File: config.mk
export PLATFORM = sky130hd
export DESIGN_NAME = quoted_escaped_line_tokenizer
export DESIGN_NICKNAME = d
export VERILOG_FILES = /design/src/hw/rtl/qelt_pkg.sv /design/src/hw/rtl/quoted_escaped_line_tokenizer.sv
export SDC_FILE = /design/constraint.sdc
export NUM_CORES = 1
export LEC_CHECK = 0
export ABC_AREA = 1
export BUFFER_PORTS_ARGS = -buffer_cell sky130_fd_sc_hd__buf_2
export CAP_MARGIN = 20
export CORE_ASPECT_RATIO = 1.4
export CORE_UTILIZATION = 61
export DETAILED_ROUTE_END_ITERATION = 10
export PLACE_DENSITY = 0.85
export SETUP_SLACK_MARGIN = 0.4
export SLEW_MARGIN = 20
export SYNTH_ARGS = -nofsm -noshare
export SYNTH_HDL_FRONTEND = slang
export SYNTH_SLANG_ARGS = --single-unit
File: constraint.sdc
create_clock -name aclk -period 4.3 [get_ports aclk]
set_input_delay 0.43 -clock aclk [delete_from_list [all_inputs] [get_ports aclk]]
set_output_delay 0.43 -clock aclk [all_outputs]
set_load 0.05 [all_outputs]
File: src/hw/rtl/qelt_pkg.sv
// qelt_pkg: types, codes and the per-byte line logic of the tokenizer
// used by quoted_escaped_line_tokenizer; no dependencies

package qelt_pkg;

    localparam int unsigned CfgIdxW  = 3;
    localparam int unsigned CfgDataW = 64;
    localparam int unsigned ResDepth = 3;
    localparam int unsigned CntW     = 2;

    localparam logic [7:0] CH_LF = 8'h0A;
    localparam logic [7:0] CH_CR = 8'h0D;

    localparam logic [63:0] DELIM_LOW_RST = 64'd4294977024;
    localparam logic [7:0]  QUOTE_RST     = 8'h22;
    localparam logic [7:0]  ESCAPE_RST    = 8'h5C;

    typedef enum logic [CfgIdxW-1:0] {
        REG_DELIM_LOW      = 3'd0,
        REG_DELIM_MID_LOW  = 3'd1,
        REG_DELIM_MID_HIGH = 3'd2,
        REG_DELIM_HIGH     = 3'd3,
        REG_QUOTE_BYTE     = 3'd4,
        REG_ESCAPE_BYTE    = 3'd5,
        REG_KEEP_EMPTY     = 3'd6
    } reg_idx_t;

    typedef enum logic [1:0] {
        KIND_BYTE      = 2'd0,
        KIND_TOKEN_END = 2'd1,
        KIND_LINE_END  = 2'd2
    } kind_t;

    localparam logic MODE_DATA  = 1'b0;
    localparam logic MODE_FLUSH = 1'b1;

    typedef struct packed {
        logic in_quote;
        logic escape_pending;
        logic token_nonempty;
        logic line_nonempty;
        logic cr_held;
    } tok_state_t;

    typedef struct packed {
        kind_t      kind;
        logic [7:0] token_byte;
        logic       last;
    } result_t;

    typedef struct packed {
        tok_state_t st;
        logic       emit;
        kind_t      kind;
        logic [7:0] token_byte;
    } line_step_t;

    // one in-line byte: escape first, then quote, then delimiter map
    function automatic line_step_t line_byte(
        input tok_state_t st,
        input logic [7:0] c,
        input logic       is_delim,
        input logic [7:0] quote_byte,
        input logic [7:0] escape_byte,
        input logic       keep_empty
    );
        line_step_t r;
        r.st         = st;
        r.emit       = 1'b0;
        r.kind       = KIND_BYTE;
        r.token_byte = 8'h00;
        if (st.escape_pending) begin
            r.st.escape_pending = 1'b0;
            r.st.token_nonempty = 1'b1;
            r.emit              = 1'b1;
            r.token_byte        = c;
        end else if (c == escape_byte) begin
            r.st.escape_pending = 1'b1;
        end else if (c == quote_byte) begin
            r.st.in_quote = ~st.in_quote;
        end else if (!st.in_quote && is_delim) begin
            r.emit              = keep_empty | st.token_nonempty;
            r.kind              = KIND_TOKEN_END;
            r.st.token_nonempty = 1'b0;
        end else begin
            r.st.token_nonempty = 1'b1;
            r.emit              = 1'b1;
            r.token_byte        = c;
        end
        return r;
    endfunction

endpackage

File: src/hw/rtl/quoted_escaped_line_tokenizer.sv
// quoted_escaped_line_tokenizer: splits a byte stream into lines and tokens
// with quoting, escaping and a configurable delimiter map; depends on qelt_pkg
//
//  channel | direction | ports                                  | transfer when
//  s_      | in        | s_mode, s_byte_in                      | s_valid & s_ready
//  m_      | out       | m_kind, m_token_byte, m_last           | m_valid & m_ready
//  cfg_    | in        | cfg_index, cfg_data                    | cfg_valid & cfg_ready
//
// one input transfer per cycle while each item gives at most one result and the
// receiver takes each result; an item giving two or three results holds s_ready
// low while its results drain from the three-entry result register
// a result register parts the sides: the next item is taken in the cycle its
// predecessor's last result leaves; aresetn is synchronous and clears the
// scan state, result count and configuration to their defaults

module quoted_escaped_line_tokenizer (
    input  logic                         aclk,
    input  logic                         aresetn,
    input  logic                         s_valid,
    output logic                         s_ready,
    input  logic                         s_mode,
    input  logic [7:0]                   s_byte_in,
    output logic                         m_valid,
    input  logic                         m_ready,
    output logic [1:0]                   m_kind,
    output logic [7:0]                   m_token_byte,
    output logic                         m_last,
    input  logic                         cfg_valid,
    output logic                         cfg_ready,
    input  logic [qelt_pkg::CfgIdxW-1:0] cfg_index,
    input  logic [qelt_pkg::CfgDataW-1:0] cfg_data
);
    import qelt_pkg::*;

    logic [63:0] delim_low_reg, delim_mid_low_reg, delim_mid_high_reg, delim_high_reg;
    logic [7:0]  quote_reg, escape_reg;
    logic        keep_empty_reg;

    tok_state_t  st_reg, st_next;
    result_t     res_reg [ResDepth];
    result_t     res_next [ResDepth];
    logic [CntW-1:0] cnt_reg, cnt_next;

    logic        s_xfer, m_xfer, cfg_xfer;
    logic [63:0] map_sel;
    logic        c_is_delim, cr_is_delim;

    assign cfg_ready = 1'b1;
    assign cfg_xfer  = cfg_valid & cfg_ready;
    assign m_valid   = (cnt_reg != '0);
    assign m_xfer    = m_valid & m_ready;
    assign s_ready   = (cnt_reg == '0) || ((cnt_reg == CntW'(1)) && m_ready);
    assign s_xfer    = s_valid & s_ready;

    assign m_kind       = res_reg[0].kind;
    assign m_token_byte = res_reg[0].token_byte;
    assign m_last       = res_reg[0].last;

    always_comb begin
        case (s_byte_in[7:6])
            2'd0:    map_sel = delim_low_reg;
            2'd1:    map_sel = delim_mid_low_reg;
            2'd2:    map_sel = delim_mid_high_reg;
            default: map_sel = delim_high_reg;
        endcase
    end
    assign c_is_delim  = map_sel[s_byte_in[5:0]];
    assign cr_is_delim = delim_low_reg[CH_CR[5:0]];

    // whole item in one pass: held CR, then the new byte or the line end
    always_comb begin
        tok_state_t      st;
        line_step_t      lb;
        result_t         res [ResDepth];
        logic [CntW-1:0] n;
        logic            do_cr, do_byte, do_end;

        st      = st_reg;
        lb      = '0;
        n       = '0;
        do_cr   = 1'b0;
        do_byte = 1'b0;
        do_end  = 1'b0;
        for (int i = 0; i < ResDepth; i++) begin
            res[i] = '{kind: KIND_BYTE, token_byte: 8'h00, last: 1'b0};
        end

        if (s_mode == MODE_FLUSH) begin
            do_cr  = st_reg.line_nonempty & st_reg.cr_held;
            do_end = st_reg.line_nonempty;
        end else if (s_byte_in == CH_LF) begin
            do_end = 1'b1;
        end else begin
            st.line_nonempty = 1'b1;
            do_cr            = st_reg.cr_held;
            do_byte          = (s_byte_in != CH_CR);
        end

        if (do_cr) begin
            lb = line_byte(st, CH_CR, cr_is_delim, quote_reg, escape_reg, keep_empty_reg);
            st = lb.st;
            if (lb.emit) begin
                res[n] = '{kind: lb.kind, token_byte: lb.token_byte, last: 1'b0};
                n      = n + CntW'(1);
            end
        end
        if (s_mode == MODE_DATA && s_byte_in != CH_LF) begin
            st.cr_held = (s_byte_in == CH_CR);
        end
        if (do_byte) begin
            lb = line_byte(st, s_byte_in, c_is_delim, quote_reg, escape_reg,
                           keep_empty_reg);
            st = lb.st;
            if (lb.emit) begin
                res[n] = '{kind: lb.kind, token_byte: lb.token_byte, last: 1'b0};
                n      = n + CntW'(1);
            end
        end
        if (do_end) begin
            if (keep_empty_reg || st.token_nonempty) begin
                res[n] = '{kind: KIND_TOKEN_END, token_byte: 8'h00, last: 1'b0};
                n      = n + CntW'(1);
            end
            res[n] = '{kind: KIND_LINE_END, token_byte: 8'h00, last: 1'b0};
            n      = n + CntW'(1);
            st     = '0;
        end
        if (n != '0) begin
            res[n - CntW'(1)].last = 1'b1;
        end

        // default: drain by shifting toward slot 0
        st_next  = st_reg;
        cnt_next = cnt_reg;
        res_next = res_reg;
        if (m_xfer) begin
            res_next[0] = res_reg[1];
            res_next[1] = res_reg[2];
            cnt_next    = cnt_reg - CntW'(1);
        end
        if (s_xfer) begin
            st_next  = st;
            res_next = res;
            cnt_next = n;
        end
    end

    always_ff @(posedge aclk) begin
        res_reg <= res_next;
        if (!aresetn) begin
            st_reg             <= '0;
            cnt_reg            <= '0;
            delim_low_reg      <= DELIM_LOW_RST;
            delim_mid_low_reg  <= '0;
            delim_mid_high_reg <= '0;
            delim_high_reg     <= '0;
            quote_reg          <= QUOTE_RST;
            escape_reg         <= ESCAPE_RST;
            keep_empty_reg     <= 1'b0;
        end else begin
            st_reg  <= st_next;
            cnt_reg <= cnt_next;
            if (cfg_xfer) begin
                case (cfg_index)
                    REG_DELIM_LOW:      delim_low_reg      <= cfg_data;
                    REG_DELIM_MID_LOW:  delim_mid_low_reg  <= cfg_data;
                    REG_DELIM_MID_HIGH: delim_mid_high_reg <= cfg_data;
                    REG_DELIM_HIGH:     delim_high_reg     <= cfg_data;
                    REG_QUOTE_BYTE:     quote_reg          <= cfg_data[7:0];
                    REG_ESCAPE_BYTE:    escape_reg         <= cfg_data[7:0];
                    REG_KEEP_EMPTY:     keep_empty_reg     <= cfg_data[0];
                    default: ;
                endcase
            end
        end
    end

    // the final result of an item is always the last one held
    assert property (@(posedge aclk) disable iff (!aresetn)
        (m_valid && m_last) |-> (cnt_reg == CntW'(1)))
        else $error("last flag on a result that is not the final one held");

    // a line end always closes its item
    assert property (@(posedge aclk) disable iff (!aresetn)
        (m_valid && m_kind == KIND_LINE_END) |-> m_last)
        else $error("line end result without last flag");

    // a flush on an empty line gives nothing
    assert property (@(posedge aclk) disable iff (!aresetn)
        (s_xfer && s_mode == MODE_FLUSH && !st_reg.line_nonempty) |=> !m_valid)
        else $error("flush on empty line produced a result");

endmodule

After elaboration in Yosys (flattened, before gate mapping)
Index checks and enable logic that the tools add are counted.
- bits in registers: 313
- latch bits: 0
- RAM bits: 0
- memory bits (read-only): 0
- input bits: 81
- word-level logic and storage cells: 176
- memories kept: 0
- add/subtract/negate cells: 5
- $mul: 0
- div/mod/pow operators: 0
- $lt $le $gt $ge: 9
- equal/unequal tests: 17
- shift operators: 0
- multiplexer cells: 80
- bitwise gates (word level): 18
- reductions and logical operators: 25
- operator list (operator ; count):
    33-bit two-way mux ; 7
    64-bit one-hot mux with 3 select lines ; 1
    11-bit two-way mux ; 9
    11-bit demux with 2-bit select ; 4
    33-bit bitwise mux ; 2
    30-bit bitwise AND ; 2
    30-bit NOT ; 2
    1-bit two-way mux ; 35
    8-bit two-way mux ; 4
    2-bit two-way mux ; 12
    22-bit two-way mux ; 1
    4-bit by 8-bit == test with 1-bit output (first input constant) ; 2
    8-bit by 4-bit == test with 1-bit output (second input constant) ; 2
    8-bit == test ; 2
    8-bit by 4-bit inequality test with 1-bit output (second input constant) ; 2
    5-bit two-way mux ; 3
    2-bit AND reduction ; 7
    3-bit greater-or-equal comparator (second input constant) ; 4
    3-bit by 1-bit < comparator with 1-bit output (second input constant) ; 4
    2-bit NOT with 3-bit output ; 4
    3-bit == test (second input constant) ; 3
    1-bit logical AND ; 8
    6-bit by 7-bit < comparator with 1-bit output (second input constant) ; 1
    2-bit by 1-bit adder with 2-bit output (second input constant) ; 3
    16 further kinds ; 30

Depth between registers and ports, before layout
Gate-level depths: netlist of run 1.
- depth after elaboration: 30
- mapped depth: 33

Worst setup path before layout of run 1
Ideal clock, no wire load.
- path kind: input -> register
- start point: in s_byte_in[6]
- end point: reg cnt_reg[1]
- setup time: 0.060 ns
- arrival time: 3.552 ns
- slack: 0.688 ns
- stages on the path: 31
- path buffers: 2
- cell sequence: buf_4 inv_2 nor2_4 buf_2 nand2_1 nand3_1 nand2_1 nand2_1 nand2_1 nand2_1 nand2_1 inv_1 nand2_1 nand2_1 nand2_1 nand3_1 nand3_2 nand2_2 nand3_1 ha_1 inv_1 o21ai_2 ha_1 nand2_2 nand2_2 ha_1 inv_1 o21ai_0 inv_1 nor2_1 o221a_2
- cells in the longest elaborated chain, start to end: 19
- elaborated cells between the ends (all ways): 41
- RTL lines (item ; RTL line ; source):
    start, declared ; quoted_escaped_line_tokenizer.sv:22 ; input logic [7:0] s_byte_in,
    parallel branches: the longest is 17 deep, another holds 64-bit one-hot mux with 3 select lines ; n/a ;
    2-bit two-way mux * ; quoted_escaped_line_tokenizer.sv:119 ; if (do_end) begin
    2-bit two-way mux * ; quoted_escaped_line_tokenizer.sv:141 ; if (s_xfer) begin
    end signal, assigned ; quoted_escaped_line_tokenizer.sv:162 ; cnt_reg <= cnt_next;
    end, declared ; quoted_escaped_line_tokenizer.sv:42 ; logic [CntW-1:0] cnt_reg, cnt_next;
Mark *: on every way between the ends. The select of a mux whose other input is x is not followed.
A chain may end at the register's enable or synchronous reset.

==> flow_summary.ini, run 1 <==
[critical_path]
slowest_delay_ns = 0.31
r2r-end = res_reg[11]
critPathRequiredTime_ns = 4.72
cp-startpoint = s_byte_in[7]
rrSetupSlack_ns = 0.73
cp.arrival_ns = 4.02
slowest_stage = ha_1
critPathLaunchType = input port
critPathMaxFanout = 16
cp-end-kind = flip-flop
r2r-start = quote_reg[1]
reg2reg_depth = 20
worst-setup-path-type = input port to flip-flop

[layout]
final_common_cell = nor2_1
mostFrequentLayoutCells = nor2_1 (439), nand2_1 (305), o21ai_0 (305), dfxtp_1 (280), nand3_1 (154)
n_fill_cell = 1870
multi_input_area_mm2 = 0.00650
final_core_util_pct = 69.5
regArea_mm2 = 0.00636
nets = 2144
syn2layout_area_growth_pct = 11.8
layout-drive-gt1-share_pct = 10.6

[power]
p_per_area_mw_per_mm2 = 449
switching_share_pct = 28.8
power.internal_mw = 5.02
power_switching_mw = 2.03
clkPwrFrac_pct = 38.4
power_frac_comb_pct = 16.3
power_leakage_nw = 6.89
sequentialPowerShare_pct = 45.3
ir_drop_mv = 0.367

[clocking]
root_buffer = clkbuf_16
clock_sinks = 305
cts-buffers-inserted = 29
htree_levels = 1
cts.clk_slew.worst_paths_ns = 0.07
ctsLongestPathBuffers = 3
cts_tree = built
insertion_delay_ns = 0.56

[floorplanning]
rows = 65
initial_core_util_pct = 62.1
dieArea_mm2 = 0.0237
die_h_um = 182
ios = 95
die_w_um = 130
core_area_mm2 = 0.0226

[min_path]
whs_path_depth = 3
hp-start = cfg_data[9]
hold_end = delim_low_reg[9]
hp-class = input port to flip-flop

[sta]
period_needed_ns = 3.60
hold_slack_ns = 0.144
finalCritPeriodShare_pct = 83.7
worst_pin_slew_ns = 1.12
setup_viol = 0
skew_ns = 0.0112
fin_tns_setup_ns = 0
fmax_mhz = 278
report.final.slew_viol_count = 0
hold_viol = 0
rsz0062_at_grt = false
slew_headroom_pct = 25.2

[routing]
avgRoutedWirePerCell_um = 17.0
firstDrtPassIters = 7
vias = 13900
wl_mm = 40.3
ant_nets = 0
via_per_inst = 5.83
drt_iter0_drc = 1332
drcViolationCount = 0

[synthesis]
avgSynthCellArea_um2 = 6.93
async_flop_share_pct = 0
yosysWarnings = 0
ys_seq_area_share_pct = 45.2
syn_inst = 2027
synth_edf_count = 25
yosysUniqueCellTypes = 45
synth.ff_latch_count = 305
synth_area_mm2 = 0.0140
synthFlopType = dfxtp_1
synth_fp_nets = 2116

[global_routing]
grt_pass1_wl_mm = 64.6
track_usage_pct = 34.3
grt_max_degree = 139
overflow = 0
antenna_found_initial = 2
grt_pass1_vias = 13300

[place]
port_buffers = 93
gp_congestion = 0.964
dp_hpwl_mm = 25.2

[flow_run]
maxCapViolations = 0

[run_status]
status = finished, final reports clean
cell usage after synthesis, types with 2 or more instances:
library cell    n  share of area (%)
nor2_1        442                 12
a21oi_1       135                4.8
nand2_4         3               0.24
buf_2          20               0.71
clkinv_1        3              0.080
nand4_1        13               0.58
o211ai_1        8               0.43
nand2_1       305                8.1
xor2_1          3               0.19
o21ai_0       306                 11
o21ai_1        13               0.46
nor4_1          2              0.089
nand3_1       155                5.5
clkbuf_1       93                2.5
or2_2           5               0.22
o21a_1          3               0.16
ha_1            8               0.71
nor2_4          2               0.16
nor3_1          4               0.14
nand2_2         5               0.22
buf_1           3              0.080
buf_6           7               0.56
inv_2          10               0.27
dfxtp_1       280                 40
inv_1         138                3.7
edfxtp_1       25                5.3
o22ai_1         3               0.13
buf_4          15               0.80
a2111oi_2       2               0.21
critical path: cells and delay by family:
| kind | cells | cell delay (ns) |
|---|---|---|
| compound gates | 2 | 0.37 |
| fa+ha+maj | 3 | 0.85 |
| buf+inv | 8 | 0.77 |
| simple gates | 17 | 1.59 |
repair_timing:
| item | 4_1_cts | 5_1_grt |
|---|---|---|
| buffers inserted | 0 | 2 |
| hold buffers | 0 | 0 |
| hold endpoints to repair | 0 | 0 |
| gates resized for setup | 0 | 1 |
| setup endpoints to repair | 0 | 2 |
how the worst max path moves through the flow:
stage             endpoint  depth (start not counted)
3_5_place_dp    cnt_reg[1]                         30
2_1_floorplan   cnt_reg[1]                         31
6_report       res_reg[11]                         30
5_1_grt        res_reg[11]                         32
4_1_cts        res_reg[11]                         31
3_3_place_gp   res_reg[11]                         31
metal layers:
metal	global-route usage [%]	up-vias	part of all wire, %	wire, um
met5	0	-	0.045	18
met4	19.8	2	5.3	2150
met3	5.42	174	9.2	3720
met2	57.2	691	48	19300
met1	41.3	6372	38	15200
li1	-	6633	-	-
cell families (layout without fill, tap and decap cells):
group / after synthesis / in the layout / share of synthesized area, %
flops: 305 / 305 / 45.2
buf+inv: 290 / 340 / 8.71
simple gates: 943 / 943 / 27.6
compound gates: 476 / 476 / 17.5
fa+ha+maj: 8 / 8 / 0.712
other cells: 1 / 3 / 0.0267
xor+xnor: 4 / 4 / 0.249
stage by stage:
stage | setup slack (ns) | total power, mW | cells | instance area, um2
detailed placement | 0.145 | 4.37 | 2322 | 14700
global route | 0.445 | 7.33 | 2378 | 15700
floorplan | 0.688 | 4.09 | 2027 | 14000
CTS | 0.675 | 7.04 | 2375 | 15700
finish | 0.701 | 7.05 | 2380 | 15700
global placement | 0.241 | 4.34 | 2322 | 14700
power groups by stage:
| stage | registers (mW) | logic [mW] | clock network, mW |
|---|---|---|---|
| 6_report | 3.19 | 1.15 | 2.71 |
| 5_1_grt | 3.21 | 1.26 | 2.85 |
| 4_1_cts | 3.19 | 1.13 | 2.72 |
| 3_5_place_dp | 3.25 | 1.12 | 0 |
| 3_3_place_gp | 3.24 | 1.10 | 0 |
| 2_1_floorplan | 3.25 | 0.848 | 0 |
area by class of cell:
class	instances	share of cell area (%)
repair buffers	135	5.68
inverters	152	3.64
well taps	301	2.40
diodes	2	0.0318
flip-flops and latches	305	40.4
clock inverters	18	1.39
multi-input cells	1432	41.4
clock buffers	35	5.02
Power figures use the tool's default switching activity.
==> run 2: changes to the inputs <==
==> constraint.sdc (replaced) <==
create_clock -name aclk -period 3.5 [get_ports aclk]
set_input_delay 0.35 -clock aclk [delete_from_list [all_inputs] [get_ports aclk]]
set_output_delay 0.35 -clock aclk [all_outputs]
set_load 0.05 [all_outputs]
==> flow_summary.ini, run 2 (synthesized netlist as in run 1, its figures left out) <==
[run_status]
status = finished, final reports clean

[layout]
final_common_cell = nor2_1
regArea_mm2 = 0.00636
mostFrequentLayoutCells = nor2_1 (433), nand2_1 (302), o21ai_0 (301), dfxtp_1 (275), nand3_1 (146)
multi_input_area_mm2 = 0.00667
stdcell_count = 2449
layout-drive-gt1-share_pct = 15.5
n_fill_cell = 1649
diodes = 0
syn2layout_area_growth_pct = 18.4
nets = 2215

[floorplanning]
dieArea_mm2 = 0.0237
ios = 95
die_w_um = 130
core_area_mm2 = 0.0226
die_h_um = 182
initial_core_util_pct = 62.1
rows = 65

[min_path]
whs_path_depth = 3
hold_end = delim_mid_low_reg[28]
hp-start = cfg_data[28]
hp-class = input port to flip-flop

[sta]
setup_viol = 0
report.final.slew_viol_count = 0
finalCritPeriodShare_pct = 94.2
worst_pin_slew_ns = 1.02
fmax_mhz = 303
rsz0062_at_grt = true
slew_headroom_pct = 31.9
skew_ns = 0.0119
hold_viol = 0
period_needed_ns = 3.30

[global_routing]
grt_pass1_vias = 13700
track_usage_pct = 35.4
overflow = 0
grt_max_degree = 129
grt_pass1_wl_mm = 66.8
antenna_found_initial = 2

[power]
power.total_mw = 8.94
power_leakage_nw = 7.34
ir_drop_mv = 0.438
p_per_area_mw_per_mm2 = 537

[routing]
wl_mm = 42.6
ant_nets = 0
firstDrtPassIters = 6
drcViolationCount = 0
avgRoutedWirePerCell_um = 17.4
drt_iter0_drc = 1503
vias = 14400
via_per_inst = 5.90

[place]
place_inst = 2376
gp_congestion = 0.923
port_buffers = 93
dp_hpwl_mm = 25.9

[critical_path]
critPathMaxFanout = 2
critPathRequiredTime_ns = 3.92
r2r-start = delim_mid_high_reg[30]
critPathLaunchType = flip-flop
worst-setup-path-type = flip-flop to flip-flop
r2r-end = res_reg[11]
rrSetupSlack_ns = 0.20
crit_family = simple AND/OR/NAND/NOR gates
crit_cells = 26
cp.arrival_ns = 3.72
slowest_delay_ns = 0.33
critPathBufInv = 5
reg2reg_depth = 26
slowest_stage = dfxtp_1
cp-end-kind = flip-flop

[clocking]
ctsLongestPathBuffers = 3
postCtsHoldBufs = 0
htree_levels = 1
insertion_delay_ns = 0.55
cts_tree = built
root_buffer = clkbuf_16
cts-buffers-inserted = 28
cts.clk_slew.worst_paths_ns = 0.07
clock_sinks = 305

[flow_run]
maxCapViolations = 0
[run 2: cell types whose count changed in the layout (fill, tap and decap cells not counted), moves of 7 or more]
cell / before / now
buf_4: 34 / 91
inv_1: 137 / 129
inv_2: 11 / 18
buf_12: 7 / 15
nand3_2: 1 / 8
nand3_1: 154 / 146
[run 2: routing by layer]
layer / global-route usage [%] / vias to the layer above / wire length [um]
met1: 42.8 / 6566 / 15400
met3: 5.57 / 210 / 4830
met4: 20.1 / 4 / 2380
met2: 59.0 / 910 / 20000
li1: - / 6759 / -
met5: 0 / - / 26
[run 2: where the power goes]
| part | internal [mW] | switching [mW] | total, mW |
|---|---|---|---|
| Combinational | 0.468 | 1.09 | 1.56 |
| Clock | 2.09 | 1.37 | 3.46 |
| Sequential | 3.83 | 0.0933 | 3.92 |
| Total | 6.39 | 2.55 | 8.94 |
[run 2: repair_timing]
| item | CTS | global route |
|---|---|---|
| endpoints found under the setup margin | 13 | 14 |
| gates cloned | 0 | 4 |
| pin swaps | 15 | 22 |
| setup buffers | 5 | 12 |
| gates resized for setup | 24 | 36 |
[run 2: worst max path at each step]
stage                      startpoint          end  slack, ns
6_report       delim_mid_high_reg[30]  res_reg[11]       0.20
2_1_floorplan            s_byte_in[6]   cnt_reg[1]       0.11
4_1_cts                  quote_reg[1]  res_reg[11]       0.32
3_5_place_dp             s_byte_in[7]  res_reg[11]      -0.31
3_3_place_gp             s_byte_in[0]   cnt_reg[1]      -0.21
5_1_grt        delim_mid_high_reg[30]  res_reg[11]       0.02
[run 2: worst register-to-register path: stages (launching register included)]
cell and delay, ns:
dfxtp_1 0.33, nand3_1 0.09, nand2_1 0.10, inv_1 0.05, nand3_1 0.10, nand3_1 0.10, nand3_1 0.12, nand2_1 0.09
inv_1 0.08, nand3_2 0.11, nand3_2 0.10, nand3_2 0.10, nand2_2 0.12, nand3_4 0.10, ha_4 0.27, inv_2 0.03
o21ai_2 0.15, ha_1 0.27, nand2_2 0.09, nand2_4 0.06, ha_4 0.26, inv_2 0.03, o21ai_2 0.14, inv_2 0.06
nor2_2 0.12, nand2_1 0.06, nand2_1 0.06
[run 2: per-stage QoR]
stage | util (%) | setup TNS [ns] | hold slack, ns | setup WS, ns | cell area (um2)
floorplan | - | 0 | 0.420 | 0.108 | 14200
global placement | 67.0 | -0.858 | 0.429 | -0.213 | 15200
detailed placement | 67.0 | -1.84 | 0.438 | -0.305 | 15200
CTS | 72.2 | 0 | 0.0563 | 0.318 | 16300
global route | 73.6 | 0 | 0.0645 | 0.0189 | 16600
finish | 73.6 | 0 | 0.0686 | 0.203 | 16600
[run 2: final cells by class]
class,count,share of cell area [%]
multi-input cells,1432,40.1
flip-flops and latches,305,38.3
repair buffers,207,9.59
clock buffers,39,4.97
inverters,152,3.45
well taps,301,2.26
clock inverters,13,1.36
==> run 3: changes to the inputs <==
--- a/config.mk
+++ b/config.mk
@@ -10,6 +10,7 @@
 export CAP_MARGIN = 20
 export CORE_ASPECT_RATIO = 1.4
 export CORE_UTILIZATION = 61
+export CTS_BUF_LIST = sky130_fd_sc_hd__clkbuf_16
 export DETAILED_ROUTE_END_ITERATION = 10
 export PLACE_DENSITY = 0.85
 export SETUP_SLACK_MARGIN = 0.4
==> flow_summary.ini, run 3 (synthesized netlist as in run 1, its figures left out) <==
[clocking]
clock_sinks = 305
htree_levels = 1
ctsLongestPathBuffers = 3
cts-buffers-inserted = 28
root_buffer = clkbuf_16
cts.clk_slew.worst_paths_ns = 0.07
postCtsHoldBufs = 0
insertion_delay_ns = 0.55
cts_tree = built

[floorplanning]
ios = 95
rows = 65
core_area_mm2 = 0.0226
initial_core_util_pct = 62.1
die_h_um = 182
dieArea_mm2 = 0.0237
die_w_um = 130

[routing]
via_per_inst = 5.85
firstDrtPassIters = 6
ant_nets = 0
vias = 14300
drt_iter0_drc = 1630
drcViolationCount = 0
avgRoutedWirePerCell_um = 17.3
wl_mm = 42.2

[layout]
diodes = 0
syn2layout_area_growth_pct = 17.9
fin_area_mm2 = 0.0166
final_core_util_pct = 73.2
mostFrequentLayoutCells = nor2_1 (434), nand2_1 (302), o21ai_0 (301), dfxtp_1 (275), nand3_1 (145)
regArea_mm2 = 0.00636
multi_input_area_mm2 = 0.00667
final_common_cell = nor2_1
nets = 2210
layout-drive-gt1-share_pct = 15.1
n_fill_cell = 1656

[critical_path]
cp-end-kind = flip-flop
critPathRequiredTime_ns = 3.92
worst-setup-path-type = input port to flip-flop
crit_path_frequent_cell = nand2_1
critPathMaxFanout = 7
slowest_delay_ns = 0.27
critPathLaunchType = input port
cp.arrival_ns = 3.80
slowest_stage = ha_4

[sta]
hold_slack_ns = 0.0683
report.final.slew_viol_count = 0
finalCritPeriodShare_pct = 96.4
setup_viol = 0
hold_viol = 0
rsz0062_at_grt = true
worst_pin_slew_ns = 1.02
slew_headroom_pct = 31.8
period_needed_ns = 3.37
fmax_mhz = 296
skew_ns = 0.0102

[min_path]
hp-class = input port to flip-flop

[power]
p_per_area_mw_per_mm2 = 533
power.internal_mw = 6.28
ir_drop_mv = 0.412
power_frac_comb_pct = 17.6
clkPwrFrac_pct = 38.0
switching_share_pct = 28.8
power_switching_mw = 2.55
power_leakage_nw = 7.31
power.total_mw = 8.82
sequentialPowerShare_pct = 44.4

[global_routing]
grt_pass1_wl_mm = 66.9
track_usage_pct = 35.4
overflow = 0
grt_max_degree = 129
antenna_found_initial = 3
grt_pass1_vias = 13700

[flow_run]
maxCapViolations = 0

[place]
dp_hpwl_mm = 25.9
port_buffers = 93
gp_congestion = 0.923
dpl_cell_area_mm2 = 0.0152

[run_status]
status = finished, final reports clean
run 3: path summary, 6_finish.rpt:
| path | slack (ns) | from | end | depth (start not counted) |
|---|---|---|---|---|
| worst max-delay path | 0.13 | s_byte_in[7] | res_reg[11] | 31 |
| worst min-delay path | 0.07 | cfg_data[28] | delim_mid_low_reg[28] | 3 |
| worst max register to register | 0.23 | delim_mid_high_reg[30] | res_reg[11] | 26 |
| worst min register to register | 0.45 | delim_high_reg[46] | delim_high_reg[46] | 2 |
run 3: worst max-delay path: cells and delay by family:
kind            cells  cell delay [ns]
fa+ha+maj           3             0.80
simple gates       17             1.53
buf+inv             9             0.82
compound gates      2             0.28
run 3: final cells by class:
cell class                 count  share of cell area, %
multi-input combinational   1432                   40.3
sequential                   305                   38.4
timing repair buffer         202                   9.44
clock buffer                  30                   4.53
inverter                     152                   3.47
tap                          301                   2.27
clock inverter                22                   1.57
run 3: repair_timing:
action,CTS,global route
endpoints found under the setup margin,13,14
pin swaps,15,27
setup buffers,5,6
gates resized for setup,24,34
cloned,0,5
run 3: metal layers:
metal | up-vias | share of wire, % | GRT usage, %
met4 | 6 | 5.5 | 19.8
met2 | 859 | 47 | 58.8
met5 | - | 0.097 | 0
met3 | 190 | 10 | 5.33
met1 | 6478 | 37 | 43.4
li1 | 6756 | - | -
run 3: power by group through the flow:
stage / registers (mW) / clock network [mW] / logic [mW]
2_1_floorplan: 3.99 / 0 / 1.06
3_5_place_dp: 3.99 / 0 / 1.45
6_report: 3.92 / 3.35 / 1.55
5_1_grt: 3.95 / 3.52 / 1.68
4_1_cts: 3.92 / 3.36 / 1.48
3_3_place_gp: 3.98 / 0 / 1.41
run 3: through the flow:
step                setup WS, ns  instances  TNS, ns
floorplan                  0.108       2027        0
global placement          -0.213       2376   -0.858
detailed placement        -0.305       2376    -1.84
CTS                        0.317       2433        0
global route              0.0210       2444        0
finish                     0.127       2444        0
